$ cat src/hw/rtl/rcpcb_pkg.sv
`default_nettype none

package rcpcb_pkg;

  localparam int unsigned CMD_W   = 3;
  localparam int unsigned CH_W    = 4;
  localparam int unsigned TICKS_W = 24;
  localparam int unsigned OVR_W   = 16;
  localparam int unsigned VALUE_W = 16;
  localparam int unsigned MASK_W  = 8;

  localparam logic [MASK_W-1:0] MASK_RESET = 8'h0F;

  // floor(x / 100) == (x * ceil(2^31 / 100)) >> 31 for every 24-bit x
  localparam int unsigned DIV_MULT_W = 25;
  localparam logic [DIV_MULT_W-1:0] DIV_MULT = 25'd21474837;
  localparam int unsigned DIV_SHIFT = 31;
  localparam int unsigned PROD_W    = TICKS_W + DIV_MULT_W;
  localparam int unsigned QUOT_W    = PROD_W - DIV_SHIFT;

  typedef enum logic [CMD_W-1:0] {
    CMD_CAPTURE = 3'd0,
    CMD_READ    = 3'd1,
    CMD_SET     = 3'd2,
    CMD_CLEAR   = 3'd3,
    CMD_POLL    = 3'd4
  } cmd_e;

  typedef enum logic [1:0] {
    S_IDLE,
    S_EXEC,
    S_DIV,
    S_OUT
  } state_e;

  typedef struct packed {
    logic load_item;
    logic execute;
    logic finish_div;
  } dp_cmd_t;

  typedef struct packed {
    logic needs_div;
  } dp_status_t;

  function automatic logic [TICKS_W-1:0] neutral_width(input logic [CH_W-1:0] ch);
    logic [TICKS_W-1:0] w;
    case (ch)
      4'd0, 4'd1, 4'd3: w = 24'd150000;
      4'd2:             w = 24'd90000;
      4'd6:             w = 24'd190000;
      default:          w = 24'd100000;
    endcase
    return w;
  endfunction

endpackage

`default_nettype wire

$ cat src/hw/rtl/rc_pulse_channel_bank_unit.sv
`default_nettype none

// channel  direction  handshake               payload
// in       sink       in_valid_i / in_stall_o   cmd, channel, falling_edge, capture_ticks,
//                                               override_value
// out      source     out_valid_o / out_stall_i read_value, flag
// cfg      sink       cfg_we_i                  cfg_wdata_i (update_mask)
//
// one transaction at a time: accept, execute, then the result is offered; a read
// of a stored width adds a divide step between execute and offer, which finishes
// the reciprocal multiply by 1/100
// reset restores neutral pulse widths, clears overrides and flags, mask 0x0F
// a stalled result holds and the input stays stalled until it is taken

module rc_pulse_channel_bank_unit #(
  parameter int unsigned CHAN_COUNT = 8
) (
  input  logic                                clk_i,
  input  logic                                rst_ni,
  input  logic                                cfg_we_i,
  input  logic [rcpcb_pkg::MASK_W-1:0]        cfg_wdata_i,
  input  logic                                in_valid_i,
  output logic                                in_stall_o,
  input  logic [rcpcb_pkg::CMD_W-1:0]         cmd_i,
  input  logic [rcpcb_pkg::CH_W-1:0]          channel_i,
  input  logic                                falling_edge_i,
  input  logic [rcpcb_pkg::TICKS_W-1:0]       capture_ticks_i,
  input  logic signed [rcpcb_pkg::OVR_W-1:0]  override_value_i,
  output logic                                out_valid_o,
  input  logic                                out_stall_i,
  output logic [rcpcb_pkg::VALUE_W-1:0]       read_value_o,
  output logic                                flag_o
);
  import rcpcb_pkg::*;

  dp_cmd_t    dp_cmd;
  dp_status_t dp_status;

  rcpcb_ctrl u_ctrl (
    .clk_i       (clk_i),
    .rst_ni      (rst_ni),
    .in_valid_i  (in_valid_i),
    .out_stall_i (out_stall_i),
    .status_i    (dp_status),
    .in_stall_o  (in_stall_o),
    .out_valid_o (out_valid_o),
    .cmd_o       (dp_cmd)
  );

  rcpcb_datapath #(
    .CHAN_COUNT (CHAN_COUNT)
  ) u_datapath (
    .clk_i               (clk_i),
    .rst_ni              (rst_ni),
    .cmd_i               (dp_cmd),
    .status_o            (dp_status),
    .cfg_we_i            (cfg_we_i),
    .cfg_wdata_i         (cfg_wdata_i),
    .item_cmd_i          (cmd_i),
    .item_channel_i      (channel_i),
    .item_falling_edge_i (falling_edge_i),
    .item_ticks_i        (capture_ticks_i),
    .item_override_i     (override_value_i),
    .read_value_o        (read_value_o),
    .flag_o              (flag_o)
  );

endmodule

`default_nettype wire

$ cat src/hw/rtl/rcpcb_ctrl.sv
`default_nettype none

module rcpcb_ctrl (
  input  logic                   clk_i,
  input  logic                   rst_ni,
  input  logic                   in_valid_i,
  input  logic                   out_stall_i,
  input  rcpcb_pkg::dp_status_t  status_i,
  output logic                   in_stall_o,
  output logic                   out_valid_o,
  output rcpcb_pkg::dp_cmd_t     cmd_o
);
  import rcpcb_pkg::*;

  state_e state_q, state_d;

  always_ff @(posedge clk_i or negedge rst_ni) begin
    if (!rst_ni) begin
      state_q <= S_IDLE;
    end else begin
      state_q <= state_d;
    end
  end

  always_comb begin
    state_d     = state_q;
    cmd_o       = '0;
    in_stall_o  = 1'b1;
    out_valid_o = 1'b0;
    case (state_q)
      S_IDLE: begin
        in_stall_o = 1'b0;
        if (in_valid_i) begin
          cmd_o.load_item = 1'b1;
          state_d         = S_EXEC;
        end
      end
      S_EXEC: begin
        cmd_o.execute = 1'b1;
        // width reads go through the reciprocal multiply first
        state_d = status_i.needs_div ? S_DIV : S_OUT;
      end
      S_DIV: begin
        cmd_o.finish_div = 1'b1;
        state_d          = S_OUT;
      end
      S_OUT: begin
        out_valid_o = 1'b1;
        if (!out_stall_i) begin
          state_d = S_IDLE;
        end
      end
      default: begin
        state_d = S_IDLE;
      end
    endcase
  end

`ifndef NO_ASSERTIONS
  a_accept_to_exec: assert property (@(posedge clk_i) disable iff (!rst_ni)
    in_valid_i && !in_stall_o |=> state_q == S_EXEC)
    else $error("accepted transaction did not start execution");

  a_one_in_flight: assert property (@(posedge clk_i) disable iff (!rst_ni)
    !in_stall_o |-> !out_valid_o)
    else $error("input taken while a result is pending");

  a_div_path: assert property (@(posedge clk_i) disable iff (!rst_ni)
    state_q == S_EXEC && status_i.needs_div |=> state_q == S_DIV)
    else $error("width read skipped the divide step");
`endif

endmodule

`default_nettype wire

$ cat src/hw/rtl/rcpcb_datapath.sv
`default_nettype none

module rcpcb_datapath #(
  parameter int unsigned CHAN_COUNT = 8
) (
  input  logic                                   clk_i,
  input  logic                                   rst_ni,
  input  rcpcb_pkg::dp_cmd_t                     cmd_i,
  output rcpcb_pkg::dp_status_t                  status_o,
  input  logic                                   cfg_we_i,
  input  logic [rcpcb_pkg::MASK_W-1:0]           cfg_wdata_i,
  input  logic [rcpcb_pkg::CMD_W-1:0]            item_cmd_i,
  input  logic [rcpcb_pkg::CH_W-1:0]             item_channel_i,
  input  logic                                   item_falling_edge_i,
  input  logic [rcpcb_pkg::TICKS_W-1:0]          item_ticks_i,
  input  logic signed [rcpcb_pkg::OVR_W-1:0]     item_override_i,
  output logic [rcpcb_pkg::VALUE_W-1:0]          read_value_o,
  output logic                                   flag_o
);
  import rcpcb_pkg::*;

  localparam int unsigned IDX_W = (CHAN_COUNT > 1) ? $clog2(CHAN_COUNT) : 1;
  localparam logic [CH_W:0] CH_LIMIT = (CH_W+1)'(CHAN_COUNT);
  localparam int unsigned EXT_W = CHAN_COUNT + MASK_W;
  localparam int unsigned STORE_W = OVR_W - 1;

  // latched transaction
  cmd_e                     cmd_q;
  logic [CH_W-1:0]          chan_q;
  logic                     fall_q;
  logic [TICKS_W-1:0]       ticks_q;
  logic signed [OVR_W-1:0]  ovr_val_q;

  // channel state
  logic [TICKS_W-1:0]       pw_q  [CHAN_COUNT];
  logic [STORE_W-1:0]       ovr_q [CHAN_COUNT];
  logic [CHAN_COUNT-1:0]    seen_q;
  logic                     updated_q;
  logic                     ov_valid_q;
  logic [MASK_W-1:0]        mask_q;

  logic [PROD_W-1:0]        prod_q;
  logic [VALUE_W-1:0]       value_q;
  logic                     flag_q;

  logic [IDX_W-1:0]         idx;
  logic                     in_range;
  logic [STORE_W-1:0]       sel_ovr;
  logic [TICKS_W-1:0]       sel_pw;
  logic                     needs_div;
  logic                     capture_hit;
  logic                     ovr_write;
  logic                     ovr_nonzero;
  logic [CHAN_COUNT-1:0]    seen_set;
  logic [EXT_W-1:0]         seen_ext;
  logic                     covered;
  logic [QUOT_W-1:0]        quot;
  logic [VALUE_W-1:0]       quot_sat;
  logic [VALUE_W-1:0]       res_value;
  logic                     res_flag;

  assign idx         = chan_q[IDX_W-1:0];
  assign in_range    = {1'b0, chan_q} < CH_LIMIT;
  assign sel_ovr     = ovr_q[idx];
  assign sel_pw      = pw_q[idx];
  assign needs_div   = (cmd_q == CMD_READ) && in_range && (sel_ovr == '0);
  assign status_o.needs_div = needs_div;

  assign capture_hit = cmd_i.execute && (cmd_q == CMD_CAPTURE) && fall_q && in_range;
  assign ovr_write   = cmd_i.execute && (cmd_q == CMD_SET) && !ovr_val_q[OVR_W-1] && in_range;
  assign ovr_nonzero = ovr_val_q != '0;

  // mask bits past the last channel stay zero here and so never cover
  assign seen_set = seen_q | (CHAN_COUNT'(1) << idx);
  assign seen_ext = EXT_W'(seen_set);
  assign covered  = (seen_ext[MASK_W-1:0] & mask_q) == mask_q;

  assign quot     = prod_q[PROD_W-1:DIV_SHIFT];
  assign quot_sat = (|quot[QUOT_W-1:VALUE_W]) ? '1 : quot[VALUE_W-1:0];

  always_comb begin
    res_value = '0;
    res_flag  = 1'b0;
    case (cmd_q)
      CMD_READ: begin
        if (in_range && sel_ovr != '0) begin
          res_value = VALUE_W'(sel_ovr);
        end
      end
      CMD_SET: begin
        res_flag = !ovr_val_q[OVR_W-1] && in_range && ovr_nonzero;
      end
      CMD_POLL: begin
        res_flag = ov_valid_q | updated_q;
      end
      default: begin
        res_value = '0;
        res_flag  = 1'b0;
      end
    endcase
  end

  always_ff @(posedge clk_i) begin
    if (cmd_i.load_item) begin
      cmd_q     <= cmd_e'(item_cmd_i);
      chan_q    <= item_channel_i;
      fall_q    <= item_falling_edge_i;
      ticks_q   <= item_ticks_i;
      ovr_val_q <= item_override_i;
    end
    if (cmd_i.execute) begin
      prod_q <= PROD_W'(sel_pw) * PROD_W'(DIV_MULT);
    end
    if (cmd_i.execute) begin
      value_q <= res_value;
      flag_q  <= res_flag;
    end else if (cmd_i.finish_div) begin
      value_q <= quot_sat;
      flag_q  <= 1'b0;
    end
  end

  always_ff @(posedge clk_i or negedge rst_ni) begin
    if (!rst_ni) begin
      for (int i = 0; i < CHAN_COUNT; i++) begin
        pw_q[i] <= neutral_width(CH_W'(i));
      end
    end else if (capture_hit) begin
      pw_q[idx] <= ticks_q;
    end
  end

  always_ff @(posedge clk_i or negedge rst_ni) begin
    if (!rst_ni) begin
      for (int i = 0; i < CHAN_COUNT; i++) begin
        ovr_q[i] <= '0;
      end
    end else if (cmd_i.execute && cmd_q == CMD_CLEAR) begin
      for (int i = 0; i < CHAN_COUNT; i++) begin
        ovr_q[i] <= '0;
      end
    end else if (ovr_write) begin
      ovr_q[idx] <= ovr_val_q[STORE_W-1:0];
    end
  end

  always_ff @(posedge clk_i or negedge rst_ni) begin
    if (!rst_ni) begin
      seen_q     <= '0;
      updated_q  <= 1'b0;
      ov_valid_q <= 1'b0;
      mask_q     <= MASK_RESET;
    end else begin
      if (cfg_we_i) begin
        mask_q <= cfg_wdata_i;
      end
      if (capture_hit) begin
        seen_q <= covered ? '0 : seen_set;
      end
      if (capture_hit && covered) begin
        updated_q <= 1'b1;
      end else if (cmd_i.execute && needs_div) begin
        updated_q <= 1'b0;
      end
      if (ovr_write && ovr_nonzero) begin
        ov_valid_q <= 1'b1;
      end else if (cmd_i.execute && cmd_q == CMD_POLL) begin
        // poll reports the override flag OR updated, then consumes only the override flag
        ov_valid_q <= 1'b0;
      end
    end
  end

  assign read_value_o = value_q;
  assign flag_o       = flag_q;

`ifndef NO_ASSERTIONS
  logic any_ovr;
  always_comb begin
    any_ovr = 1'b0;
    for (int i = 0; i < CHAN_COUNT; i++) begin
      any_ovr = any_ovr | (ovr_q[i] != '0);
    end
  end

  a_poll_consumes: assert property (@(posedge clk_i) disable iff (!rst_ni)
    cmd_i.execute && cmd_q == CMD_POLL |=> !ov_valid_q)
    else $error("poll left override flag set");

  a_clear_all: assert property (@(posedge clk_i) disable iff (!rst_ni)
    cmd_i.execute && cmd_q == CMD_CLEAR |=> !any_ovr)
    else $error("override clear left an entry");

  a_mask_done: assert property (@(posedge clk_i) disable iff (!rst_ni)
    capture_hit && covered |=> updated_q && seen_q == '0)
    else $error("completed mask did not raise updated");
`endif

endmodule

`default_nettype wire
$ cat config.mk
export PLATFORM = sky130hd
export DESIGN_NAME = rc_pulse_channel_bank_unit
export DESIGN_NICKNAME = d
export VERILOG_FILES = /design/src/hw/rtl/rcpcb_pkg.sv /design/src/hw/rtl/rc_pulse_channel_bank_unit.sv /design/src/hw/rtl/rcpcb_ctrl.sv /design/src/hw/rtl/rcpcb_datapath.sv
export SDC_FILE = /design/constraint.sdc
export NUM_CORES = 1
export LEC_CHECK = 0
export ABC_AREA = 1
export CORE_UTILIZATION = 31
export DETAILED_ROUTE_END_ITERATION = 8
export DONT_BUFFER_PORTS = 1
export PLACE_DENSITY = 0.58
export SYNTH_ARGS = -nofsm -noshare
export SYNTH_HDL_FRONTEND = slang
export SYNTH_SLANG_ARGS = --single-unit
$ cat constraint.sdc
create_clock -name clk_i -period 7.4 [get_ports clk_i]
set_clock_uncertainty 0.05 [all_clocks]
set_input_delay 0.37 -clock clk_i [delete_from_list [all_inputs] [get_ports clk_i]]
set_output_delay 0.37 -clock clk_i [all_outputs]
set_load 0.05 [all_outputs]
==> impl_metrics.toml, run 1 <==
[routing]
wl_met2_microns = 36970
firstDrtPassIters = 5
met3_length_microns = 4396
vias = 21430
routed_wl_microns = 81020
drt_iter0_markers = 1799
drc = 0
postRouteAntennaNets = 0
wl_per_cell_microns = 18.41
vias_per_cell = 4.868
m1WireLength_microns = 37210
top_layer_used = "met4"

[logic_synthesis]
ys_types = 46
ys_ff_latch = 415
synth_edf_count = 83
ys.flop_type = "dfrtp_1"
seq_area_frac_synth = 0.3867
synth_area_sq_mm = 0.02814
synth_warnings = 0
syn-num-nets = 3633
synth_cells = 3119
async_flop_share = 0.8000
synth_area_per_cell_sq_um = 9.021

[cells_and_area]
fin_cells = 4402
drive_gt1_frac = 0.08248
layout.nets = 3702
finalCoreUtilization = 0.3545
synthToLayoutAreaGrowth_pct = 13.42

[sta]
worstMarginPinSlew_ps = 1216
whs_ps = -588.0
relSlewSlack = 0.1890
slew_violations = 0
fmax_ghz = 0.1404
tns_ps = 0
rsz0062_at_grt = "yes"
hold_violations = 272
fin_crit_sh = 0.9628
period_needed_ps = 7125
report.final.setup_viol = 0

[floorplan]
ioPinCount = 80
rows = 110
die_x_microns = 303.3
die_h_microns = 303.3
core_sq_mm = 0.09001
initial_core_util = 0.3126
die_area_sq_mm = 0.09197

[power_and_ir_drop]
peakVddDrop_mv = 0.2165
p_per_area_mw_per_mm2 = 334.0
power_leakage_nw = 15.56
p_total_mw = 10.66

[grt]
grt_pass1_vias = 22330
grt_overflow = 0
antenna_found_initial = 2
grt_max_degree = 333
grt_pass1_wl_microns = 128800
grt_usage = 0.1809

[cts]
clock_sinks = 415
cts_tree = "done"
clk_latency_ps = 600
postCtsHoldBufs = 57
clk_pin_slew_ps = 60
cts_buffer_depth = 3
htree_levels = 2
numCtsBuffers = 45
cts-root-buf = "clkbuf_16"

[setup_path]
crit_fanout = 23
crit_path_max_incr_delay_ps = 540
critPathMostFrequentCell = "fa_1"
r2r_end = "u_datapath.prod_q[39]"
crit_path_top_delay_cell = "fa_1"
path_class = "flop to flop"
critical_path.endpoint_type = "flop"
crit_required_ps = 7680
r2r-start = "u_datapath.chan_q[1]"
ff2ff_path_depth = 26
cp.arrival_ps = 7400
cp-start-kind = "flop"
reg2reg_slack_ps = 270

[place]
dp_cells = 4257
gp_congestion = 0.9333
port_buffers = 0
dp.final_hpwl_microns = 59500

[status]
status = "complete, but fails checks"
violations = "hold timing"

[flow_run]
max_cap_viol_count = 0

[worst_hold_path]
hold_path.class = "primary input to asynchronous set/reset pin"
## state kept, by name, summed over array words and instances, names as in the netlist
signal and count:
u_datapath.pw_q 192, u_datapath.ovr_q 120, u_datapath.ticks_q 24, u_datapath.prod_q 18, u_datapath.ovr_val_q 16, u_datapath.read_value_o 16, u_datapath.mask_q 8, u_datapath.seen_q 8
u_datapath.chan_q 4, u_datapath.cmd_q 3, u_ctrl.state_q 2, u_datapath.fall_q 1, u_datapath.flag_o 1, u_datapath.ov_valid_q 1, u_datapath.updated_q 1
## cells in the mapped netlist (18+ instances only)
cell / number / area, sq um
a21oi_1: 103 / 515.5
a221oi_1: 19 / 166.4
a22oi_1: 65 / 488.0
buf_2: 27 / 135.1
clkbuf_1: 71 / 266.5
dfrtp_1: 269 / 6731
dfstp_2: 63 / 1655
edfxtp_1: 83 / 2492
fa_1: 199 / 3984
ha_1: 254 / 3178
inv_1: 489 / 1836
nand2_1: 681 / 2556
nand3_1: 112 / 560.5
nor2_1: 142 / 533.0
nor3_1: 18 / 90.09
o21ai_0: 351 / 1757
o21ai_1: 21 / 105.1
o22ai_1: 28 / 175.2
## timing repair
item,in CTS,in global routing
resized for setup,2,45
hold endpoints to repair,388,332
buffers inserted,0,3
endpoints found under the setup margin,3,18
pin swaps,0,5
## critical path: cells and delay by family (launching register included)
family                   cells  cell delay (ps)
AO/OA/AOI/OAI                7             1380
flip-flops                   1              440
adder cells (fa/ha/maj)      8             3620
buffers and inverters        7              830
XOR/XNOR                     1              190
AND/OR/NAND/NOR              3              320
## per-stage QoR
stage               area, sq um  setup WS [ps]
finish                    31910          275.0
global route              31910         -81.74
CTS                       31770          21.49
detailed placement        29740         -32.55
global placement          29740          65.67
floorplan                 28140          168.1
## layout make-up
cell class,count,area [sq um]
fill,9286,58100
multi-input combinational,2092,14980
sequential,415,10880
inverter,499,1876
tap,1176,1471
clock buffer,70,1301
timing repair buffer,135,1249
clock inverter,14,152.6
antenna,1,2.502
## logic make-up (layout without fill, tap and decap cells)
group,count (synthesis),after routing,share of synthesized area
adders and majority gates,453,453,0.2545
and+or+nand+nor,981,981,0.1396
xor gates and xnor gates,15,15,0.004670
AOI/OAI and AO/OA,638,638,0.1278
buffers and inverters,612,718,0.08472
DFF,415,415,0.3867
other,0,1,0
muxes,5,5,0.002001
## where the power goes
group | switching, mW | internal (mW)
combinational | 3.36 | 1.87
sequential | 0.359 | 2.83
clock | 0.975 | 1.26
total | 4.70 | 5.96
## placed cells by master, fill, tap and decap left out, types with 6 or more instances in the layout
master and n:
edfxtp_1 83, fa_1 198, buf_6 6, xor2_1 12, clkinv_2 8, o21bai_1 10, a31oi_1 7, clkbuf_16 46
a221oi_1 19, a21oi_1 99, clkbuf_8 6, ha_1 253, nor2_2 6, nor3_1 15, inv_2 11, dfstp_2 63
o22ai_1 28, buf_4 66, nand4_1 12, o21ai_1 29, dlygate4sd3_1 57, nor2_1 137, nand2_2 12, o21ai_0 341
nand3_1 110, inv_1 487, a22o_1 9, a22oi_1 65, nand2_1 672, dfrtp_1 269, clkbuf_1 18
## metal layers
layer	global-route usage	vias up
met2	0.2937	570
met3	0.02856	138
met4	0.05611	0
met1	0.2468	10440
li1	-	10280
met5	0	-
## worst max-delay path by stage
stage                          from  cells past startpoint                     to
6_report       u_datapath.chan_q[1]                     26  u_datapath.prod_q[39]
5_1_grt        u_datapath.chan_q[1]                     28  u_datapath.prod_q[39]
4_1_cts        u_datapath.chan_q[0]                     26  u_datapath.prod_q[40]
3_5_place_dp   u_datapath.chan_q[0]                     26  u_datapath.prod_q[40]
3_3_place_gp   u_datapath.chan_q[0]                     26  u_datapath.prod_q[44]
2_1_floorplan  u_datapath.chan_q[1]                     25  u_datapath.prod_q[44]
Power figures use the tool's default switching activity.
==> run 2, diff against run 1 <==
- PLACE_DENSITY: 0.58 -> 0.49
==> run 2 against run 1 <==
The run still ends with hold timing left. Power increased by 3.3%. Worst hold slack gained 9.7 ps. Wire length increased by 4.9%. Sequential cell count unchanged. Clock-buffer cell count is 2 lower. Clock power increased by 13%. Highest routed layer unchanged. Critical path depth up 4. Critical endpoint is now u_datapath.prod_q[36]. Setup slack got worse by 33 ps.
==> impl_metrics.toml, run 2 (synthesis results as in run 1) <==
[setup_path]
crit_path_start = "u_datapath.chan_q[0]"
ff2ff_path_depth = 30
crit_fanout = 32
reg2reg_slack_ps = 240
crit_path_end = "u_datapath.prod_q[36]"
path_class = "flop to flop"
crit_path_top_delay_cell = "fa_1"
cp.arrival_ps = 7450
r2r-start = "u_datapath.chan_q[0]"
crit_required_ps = 7700
r2r_end = "u_datapath.prod_q[36]"
critical_path.endpoint_type = "flop"
cp-start-kind = "flop"
crit_path_max_incr_delay_ps = 590

[sta]
worstMarginPinSlew_ps = 1081
whs_ps = -578.4
report.final.setup_viol = 0
tns_ps = 0
fmax_ghz = 0.1397
slew_violations = 0
period_needed_ps = 7158
hold_violations = 281
fin_crit_sh = 0.9673
relSlewSlack = 0.2794

[floorplan]
initial_core_util = 0.3126
die_x_microns = 303.3
rows = 110
core_sq_mm = 0.09001
ioPinCount = 80
die_h_microns = 303.3
die_area_sq_mm = 0.09197

[grt]
gr-max-usage-layer = "met2"
grtUsageMet3 = 0.02392
grt_use_met1 = 0.2698
grt_max_degree = 333
grt_util_met2 = 0.3120
grt_overflow = 0
grt_usage = 0.1894
grt_pass1_vias = 22040
antenna_found_initial = 0
grt_pass1_wl_microns = 133500

[worst_hold_path]
hold_path.class = "primary input to asynchronous set/reset pin"

[cts]
cts-root-buf = "clkbuf_16"
clock_sinks = 415
clk_pin_slew_ps = 60
htree_levels = 2
cts_tree = "done"
postCtsHoldBufs = 57
numCtsBuffers = 48
clk_latency_ps = 610
cts_buffer_depth = 3
postCtsSetupBuffers = 0

[status]
status = "complete, but fails checks"
violations = "hold timing"

[cells_and_area]
largest_reg_flops = 192
top_regs = "u_datapath.pw_q (192), u_datapath.ovr_q (120), u_datapath.ticks_q (24)"
antenna_cells = 0
top_register = "u_datapath.pw_q"
drive_gt1_frac = 0.08747
synthToLayoutAreaGrowth_pct = 14.42
layout.nets = 3721
final_common_cell = "nand2_1"
final_cell_mix = "673 x nand2_1, 488 x inv_1, 344 x o21ai_0"

[routing]
firstDrtPassIters = 5
postRouteAntennaNets = 0
drc = 0
drt_iter0_markers = 1528
wl_per_cell_microns = 19.22
routed_wl_microns = 85030
vias = 21350
vias_per_cell = 4.826

[place]
gp_congestion = 0.9226
dp.final_hpwl_microns = 62690
port_buffers = 0

[flow_run]
max_cap_viol_count = 0

[power_and_ir_drop]
peakVddDrop_mv = 0.1931
power_leakage_nw = 15.71
p_per_area_mw_per_mm2 = 341.9
## run 2: changes by cell type in the layout (fill, tap and decap cells not counted), moves of 5 or more
cell and change:
buf_4 +22, bufinv_16 +5, clkinv_1 +8, clkbuf_1 -7
## run 2: cell type report
class	count	area, sq um
Fill cell	9352	57820
Multi-Input combinational cell	2092	14990
Sequential cell	415	10880
Inverter	499	1873
Tap cell	1176	1471
Clock buffer	68	1389
Timing Repair Buffer	151	1334
Clock inverter	22	257.7
## run 2: critical path: cells and delay by family (launching register included)
kind,cells,cell delay (ps)
compound gates,4,800
fa+ha+maj,8,3740
buf+inv,9,920
flops,1,410
simple gates,9,910
## run 2: metal layers
layer	up-vias	wire length, microns
met5	-	0
met4	0	1052
met3	79	3583
met2	452	39000
met1	10490	41390
li1	10330	-
## run 2: worst min-delay path by stage
stage                       from                    end  slack (ps)  cells past startpoint
after detailed placement  rst_ni  u_datapath.ovr_q[115]          30                      0
after global placement    rst_ni  u_datapath.ovr_q[115]          30                      0
final                     rst_ni  u_datapath.ovr_q[115]        -580                      0
after CTS                 rst_ni  u_datapath.ovr_q[109]        -620                      0
after floorplan           rst_ni      u_ctrl.state_q[0]          20                      0
after global routing      rst_ni  u_datapath.ovr_q[115]        -610                      0
## run 2: what timing repair did
action	4_1_cts	5_1_grt
endpoints found under the hold margin	388	332
setup endpoints to repair	0	16
gates resized for setup	0	30
## run 2: report_power, final
group | switching, mW | total, mW | internal, mW
clock | 0.994 | 2.51 | 1.51
combinational | 3.39 | 5.32 | 1.92
sequential | 0.351 | 3.18 | 2.83
total | 4.74 | 11.0 | 6.27
## run 2: per-stage QoR
stage	std cells	utilization	instance area [sq um]	worst slack [ps]	power, mW
6_report	4423	0.3576	32190	242.0	11.01
5_1_grt	4423	0.3576	32190	-12.37	11.98
4_1_cts	4423	0.3567	32110	165.7	11.05
3_5_place_dp	4276	0.3321	29890	182.8	8.450
3_3_place_gp	4276	0.3321	29890	232.4	8.466
2_1_floorplan	3119	-	28140	168.1	6.711
==> run 3, diff against run 2 <==
==> constraint.sdc (replaced) <==
create_clock -name clk_i -period 7.4 [get_ports clk_i]
set_clock_uncertainty 0.05 [all_clocks]
set_input_delay 0.74 -clock clk_i [delete_from_list [all_inputs] [get_ports clk_i]]
set_output_delay 0.74 -clock clk_i [all_outputs]
set_load 0.05 [all_outputs]
==> run 3 against run 2 <==
The flow now finishes without violations. Critical path depth stayed put. Largest power group unchanged. Wire length increased by 0.39%. Core utilization decreased by 0.54 points. Global-route usage increased by 0.069 points. Non-clock buffer count fell by 54. Via count is 0.96% lower. Register-to-register slack improved by 20 ps. Combinational power hardly changed. Power rose by 0.35%. Sequential share of layout area rose by 0.52 points. Sequential power hardly changed. Clock power barely moved.
==> impl_metrics.toml, run 3 (synthesis results as in run 1) <==
[place]
gp_congestion = 0.9226
dp.final_hpwl_microns = 62690
dp_cells = 4276
pre_cts_ws_ps = 182.8
port_buffers = 0

[sta]
slew_violations = 0
layout_setup_ws_ps = 266.1
tns_ps = 0
period_needed_ps = 7134
report.final.setup_viol = 0
worstMarginPinSlew_ps = 1087
fin_crit_sh = 0.9640
fmax_ghz = 0.1402
hold_violations = 0
relSlewSlack = 0.2752

[power_and_ir_drop]
p_total_mw = 11.05
p_per_area_mw_per_mm2 = 348.4
peakVddDrop_mv = 0.1987
power_leakage_nw = 15.51

[cts]
clk_latency_ps = 600
clock_sinks = 415
postCtsSetupBuffers = 0
cts_buffer_depth = 3
clk_pin_slew_ps = 60
cts_tree = "done"
numCtsBuffers = 48
cts-root-buf = "clkbuf_16"
htree_levels = 2

[cells_and_area]
largest_reg_flops = 192
drive_gt1_frac = 0.08988
multi_input_area_sq_mm = 0.01499
top_register = "u_datapath.pw_q"
final_cell_mix = "673 x nand2_1, 488 x inv_1, 344 x o21ai_0"
seq_area_sq_mm = 0.01088
antenna_cells = 0
layout.nets = 3667
synthToLayoutAreaGrowth_pct = 12.68
fin_cells = 4369
top_regs = "u_datapath.pw_q (192), u_datapath.ovr_q (120), u_datapath.ticks_q (24)"
fillCellCount = 9373
final_common_cell = "nand2_1"

[setup_path]
r2r-start = "u_datapath.chan_q[0]"
crit_path_start = "u_datapath.chan_q[0]"
crit_fanout = 32
crit_family = "adder cells"
crit_path_max_incr_delay_ps = 590
cp-start-kind = "flop"
r2r_end = "u_datapath.prod_q[36]"
reg2reg_slack_ps = 270
crit_path_top_delay_cell = "fa_1"
ff2ff_path_depth = 30
critical_path.endpoint_type = "flop"
cp.arrival_ps = 7430
critPathBufInv = 9
crit_required_ps = 7700
path_class = "flop to flop"

[floorplan]
die_x_microns = 303.3
initial_core_util = 0.3126
rows = 110
core_sq_mm = 0.09001
ioPinCount = 80
die_h_microns = 303.3
die_area_sq_mm = 0.09197

[grt]
grt_usage = 0.1901
grt_util_met2 = 0.3128
grt_pass1_vias = 21840
grt_overflow = 0
grt_pass1_wl_microns = 133400
grtUsageMet3 = 0.02456
gr-max-usage-layer = "met2"
grt_max_degree = 275
antenna_found_initial = 7
grt_use_met1 = 0.2710

[routing]
firstDrtPassIters = 5
drt_iter0_markers = 1492
postRouteAntennaNets = 0
drc = 0
routed_wl_microns = 85360
vias_per_cell = 4.839
vias = 21140
wl_per_cell_microns = 19.54

[status]
status = "finished clean"

[flow_run]
max_cap_viol_count = 0

[worst_hold_path]
hold_path.class = "primary input to asynchronous set/reset pin"
run 3: area by class of cell:
type,instances,share of cell area
Sequential cell,415,0.3432
Multi-Input combinational cell,2092,0.4727
Tap cell,1176,0.04641
Timing Repair Buffer,97,0.02668
Clock buffer,68,0.04381
Clock inverter,22,0.008130
Inverter,499,0.05908
run 3: through the flow:
stage	util	hold WS, ps	area (sq um)
global route	0.3522	129.2	31700
global placement	0.3321	401.4	29890
detailed placement	0.3321	403.0	29890
floorplan	-	394.4	28140
finish	0.3522	86.56	31700
CTS	0.3510	124.0	31590
run 3: worst max path at each step:
stage / end / slack, ps / cells past startpoint
after global placement: u_datapath.prod_q[36] / 230 / 27
after detailed placement: u_datapath.prod_q[36] / 180 / 27
final: u_datapath.prod_q[36] / 270 / 30
after floorplan: u_datapath.prod_q[44] / 170 / 25
after global routing: u_datapath.prod_q[45] / -10 / 32
after CTS: u_datapath.prod_q[36] / 170 / 27
run 3: worst register-to-register path: cells and delay by family, from the launching register on:
kind / cells / cell delay, ps
AO/OA/AOI/OAI: 4 / 790
adder cells (fa/ha/maj): 8 / 3750
buffers and inverters: 9 / 930
flip-flops: 1 / 410
AND/OR/NAND/NOR: 9 / 930
run 3: what timing repair did:
item | CTS | global route
endpoints found under the setup margin | 0 | 16
hold endpoints to repair | 274 | 0
resized for setup | 0 | 30
hold buffers | 2 | 0
run 3: metal layers:
layer,vias up,part of all wire
li1,10220,-
met1,10390,0.48
met2,450,0.46
met3,86,0.044
met4,0,0.013
met5,-,0
run 3: where the power goes:
| part | leakage, nW | internal [mW] | switching [mW] | total (mW) |
|---|---|---|---|---|
| sequential | 5.15 | 2.83 | 0.351 | 3.18 |
| clock | 0.809 | 1.51 | 0.995 | 2.51 |
| combinational | 9.55 | 1.91 | 3.44 | 5.35 |
